## config.mk

```make
export PLATFORM = sky130hd
export DESIGN_NAME = sct_divider
export DESIGN_NICKNAME = d
export VERILOG_FILES = /design/src/rtl/sct_pkg.sv /design/src/rtl/sct_divider.sv
export SDC_FILE = /design/constraint.sdc
export NUM_CORES = 1
export LEC_CHECK = 0
export BUFFER_PORTS_ARGS = -buffer_cell sky130_fd_sc_hd__buf_2
export CAP_MARGIN = 20
export CORE_MARGIN = 2
export CORE_UTILIZATION = 60
export CTS_CLUSTER_SIZE = 40
export DETAILED_ROUTE_END_ITERATION = 10
export PLACE_DENSITY = 0.8
export SLEW_MARGIN = 20
export SYNTH_ARGS = -nofsm -noshare
export SYNTH_HDL_FRONTEND = slang
export SYNTH_SLANG_ARGS = --single-unit
```

## constraint.sdc

```tcl
create_clock -name aclk -period 3.2 [get_ports aclk]
set_input_delay 0.64 -clock aclk [delete_from_list [all_inputs] [get_ports aclk]]
set_output_delay 0.64 -clock aclk [all_outputs]
set_load 0.01 [all_outputs]
```

## src/rtl/sct_pkg.sv

```systemverilog
// Shared constants and types of the segment crossing test block.
// Depends on nothing; used by sct_divider, segment_crossing_test, the checker and the testbench.
package sct_pkg;

    localparam int COORD_WIDTH_DEF = 32;
    localparam int FRAC_BITS_DEF   = 16;
    localparam int TOL_WIDTH       = 16;
    localparam int CFG_INDEX_WIDTH = 8;

    localparam logic [TOL_WIDTH-1:0] NEAR_TOL_RESET = 16'd7;
    localparam logic [TOL_WIDTH-1:0] EDGE_TOL_RESET = 16'd6554;

    localparam logic [CFG_INDEX_WIDTH-1:0] REG_NEAR_TOL = 8'd0;
    localparam logic [CFG_INDEX_WIDTH-1:0] REG_EDGE_TOL = 8'd1;

    localparam logic [1:0] OP_GENERAL = 2'd0;
    localparam logic [1:0] OP_HORIZ   = 2'd1;
    localparam logic [1:0] OP_VERT    = 2'd2;

    // Pipeline step control handed to the divider.
    typedef struct packed {
        logic adv;
        logic valid;
    } sct_step_ctl_t;

endpackage

```

## src/rtl/sct_divider.sv

```systemverilog
// Pipelined unsigned restoring divider, one quotient bit per stage, with a sideband.
// Depends on sct_pkg for the step control struct.
module sct_divider #(
    parameter int NUM_W  = 8,
    parameter int DEN_W  = 4,
    parameter int STEPS  = 4,
    parameter int SIDE_W = 1
) (
    input  logic                        aclk,
    input  logic                        aresetn,
    input  sct_pkg::sct_step_ctl_t      ctl,
    input  logic [NUM_W-1:0]            num,
    input  logic [DEN_W-1:0]            den,
    input  logic [SIDE_W-1:0]           side_in,
    output logic                        out_valid,
    output logic [STEPS-1:0]            quot,
    output logic [SIDE_W-1:0]           side_out
);

    // The numerator bits above STEPS go straight into the remainder; the caller
    // guarantees that they are below the divisor.
    logic [DEN_W-1:0]  rem_reg  [STEPS+1];
    logic [STEPS-1:0]  bits_reg [STEPS+1];
    logic [DEN_W-1:0]  den_reg  [STEPS+1];
    logic [SIDE_W-1:0] side_reg [STEPS+1];
    logic [STEPS:0]    vld_reg;

    logic [DEN_W-1:0]  rem_next  [STEPS];
    logic [STEPS-1:0]  bits_next [STEPS];

    always_comb begin
        logic [DEN_W:0] trial;
        logic [DEN_W:0] diff;
        logic           ge;
        for (int k = 0; k < STEPS; k++) begin
            trial = {rem_reg[k], bits_reg[k][STEPS-1]};
            diff  = trial - {1'b0, den_reg[k]};
            ge    = trial >= {1'b0, den_reg[k]};
            rem_next[k]  = ge ? diff[DEN_W-1:0] : trial[DEN_W-1:0];
            bits_next[k] = {bits_reg[k][STEPS-2:0], ge};
        end
    end

    always_ff @(posedge aclk) begin
        if (!aresetn) begin
            vld_reg <= '0;
        end else if (ctl.adv) begin
            vld_reg <= {vld_reg[STEPS-1:0], ctl.valid};
        end
    end

    always_ff @(posedge aclk) begin
        if (ctl.adv) begin
            rem_reg[0]  <= DEN_W'(num[NUM_W-1:STEPS]);
            bits_reg[0] <= num[STEPS-1:0];
            den_reg[0]  <= den;
            side_reg[0] <= side_in;
            for (int k = 0; k < STEPS; k++) begin
                rem_reg[k+1]  <= rem_next[k];
                bits_reg[k+1] <= bits_next[k];
                den_reg[k+1]  <= den_reg[k];
                side_reg[k+1] <= side_reg[k];
            end
        end
    end

    assign out_valid = vld_reg[STEPS];
    assign quot      = bits_reg[STEPS];
    assign side_out  = side_reg[STEPS];

endmodule

```

==> impl_metrics.toml <==
[timing]
final.setup.tns_ns = 0
finalSetupViolCount = 0
whs_ns = 0.417
rsz0062_at_grt = "no"
slew_headroom_pct = 77.3
worst_slack_ns = 1.41
drv_slew = 0
worst_pin_slew_ns = 0.341
period_share_pct = 56.0
hold_viol_final = 0
clock_skew_ns = 0.00357
min_period_ns = 1.79
fmax_mhz = 558

[routing]
wirelength_mm = 3.61
dr.first_iter.drc_count = 52
ant_nets = 0
drc = 0
wl_per_cell_um = 14.0
drtPass1Iterations = 4
routed_via_density = 5.27
num_vias = 1359

[power_and_ir_drop]
p_leak_nw = 1.21
ir_worst_vdd_mv = 0.466
swShare_pct = 23.8
pwr_density_cell_nw_per_um2 = 647
total_power_mw = 1.93
internal-power_mw = 1.47
p_sw_mw = 0.460
seq_power_share_pct = 52.9
power.share.clock_pct = 32.0
pwr-share-comb_pct = 15.1

[clocking]
cts_buffers = 9
ctsHoldBuffers = 0
htreeDepth = 3
clk_path_buf_depth = 2
clk_pin_slew_ns = 0.06
clkSinkCount = 62
insertion_delay_ns = 0.33
cts_root_buf = "clkbuf_8"
cts_tree = "yes"
cts_resized = 0
cts_setup_buffers = 0

[grt]
grt-ovfl-total = 0
grt_pass1_vias = 1514
grt_start_max_net_pins = 63
grt_first_pass_wirelength_mm = 6.33
grt_usage_pct = 17.4
antenna_found_initial = 0

[setup_path]
rrSetupSlack_ns = 1.41
path_max_fanout = 4
worstSetupStartpointType = "flip-flop"
cp_data_required_time_ns = 3.28
path_class = "reg2reg"
critPathCaptureType = "flip-flop"
cp.arrival_ns = 1.87

[hold_path]
hp-class = "reg2reg"

[finish]
drive_gt1_share_pct = 21.4
mostFrequentLayoutCells = "57 x edfxtp_1, 22 x inv_1, 22 x buf_2"
layout_commonest_cell = "edfxtp_1"
antenna_cells = 0
num-nets-final = 238
largest_register_ffs = 20
num-fill-cells = 300
syn2layout_area_growth_pct = 12.8

[synthesis]
netlist_area_um2 = 2650
ys_types = 22
synth_seq_cells = 62
ys_seq_area_share_pct = 68.5
synthCells = 173
synth_nets = 209
synth_area_leaders = "edfxtp_1 65%, ha_1 7.6%, mux2i_1 4.2%, dfxtp_1 3.8%, inv_1 3.1%"
synth_top_area_cell = "edfxtp_1"
yosys_warnings = 0
synth_top_area_share_pct = 64.7
avgSynthCellArea_um2 = 15.3

[floorplanning]
die_area_um2 = 4960
die_x_um = 70.4
core_area_um2 = 4290
die_h_um = 70.4
pin_count = 23
initial_core_util_pct = 61.6
rows = 24

[placement]
hpwl_mm = 2.49
dp_slack_ns = 1.45
routabilityCongestion = 0.873
port_buffers = 22

[flow_run]
drv_cap = 0

[status]
status = "completed"
==> cell usage after synthesis <==
master,n
edfxtp_1,57
inv_1,22
ha_1,16
nor2_1,12
mux2i_1,11
nor3_1,6
dfxtp_1,5
nor2b_1,5
buf_4,4
nand2b_1,4
a21oi_1,3
a21oi_2,3
fa_1,3
mux2_4,3
nand2_1,3
nand4_1,3
nor2_4,3
o21ai_1,3
xnor2_1,3
a21o_1,2
a211o_1,1
buf_2,1
==> power by group through the flow <==
stage                     sequential [mW]  combinational (mW)  clock (mW)
final                                1.02               0.291       0.618
after global routing                 1.03               0.326       0.664
after CTS                            1.02               0.291       0.633
after detailed placement             1.04               0.290           0
after global placement               1.03               0.269           0
after floorplan                      1.03               0.222           0
==> per-layer routing <==
layer / part of all wire (%) / vias to the layer above / GRT usage, %
li1: - / 669 / -
met1: 38 / 649 / 17.6
met2: 55 / 30 / 28.7
met3: 3.7 / 11 / 5.48
met4: 3.3 / 0 / 14.5
met5: 0 / - / 0
==> per-stage QoR <==
stage | utilization, % | cells | cell area (um2)
2_1_floorplan | - | 173 | 2650
3_3_place_gp | 65.4 | 243 | 2810
3_5_place_dp | 65.4 | 243 | 2810
4_1_cts | 69.5 | 258 | 2980
5_1_grt | 69.5 | 258 | 2980
6_report | 69.5 | 258 | 2980
==> logic make-up after synthesis <==
kind of cell | share of synthesized area [%]
mux | 5.86
xor+xnor | 0.993
flops | 68.5
fa+ha+maj | 9.83
compound gates | 3.03
buf+inv | 4.44
simple gates | 7.38
==> final timing paths <==
path	start	endpoint	depth (start not counted)
max	rem_reg[0][1]	rem_reg[0][6]	5
min	side_reg[2]	side_reg[3]	0
max reg2reg	rem_reg[0][1]	rem_reg[0][6]	5
min reg2reg	side_reg[2]	side_reg[3]	0
==> critical path: stages (launching register included) <==
cell and delay, ns:
edfxtp_1 0.41, ha_1 0.37, o21ai_1 0.21, a21oi_2 0.08, nor2_4 0.16, mux2_4 0.31
==> cell type report <==
type / count / area [um2] / area share, %
sequential: 62 / 1810 / 60.7
clock buffer: 9 / 124 / 4.15
clock inverter: 6 / 53.8 / 1.80
tap: 52 / 65.1 / 2.18
multi-input combinational: 84 / 717 / 24.0
inverter: 22 / 82.6 / 2.77
timing repair buffer: 23 / 130 / 4.36
No activity file was read; power rests on OpenSTA's default activity.
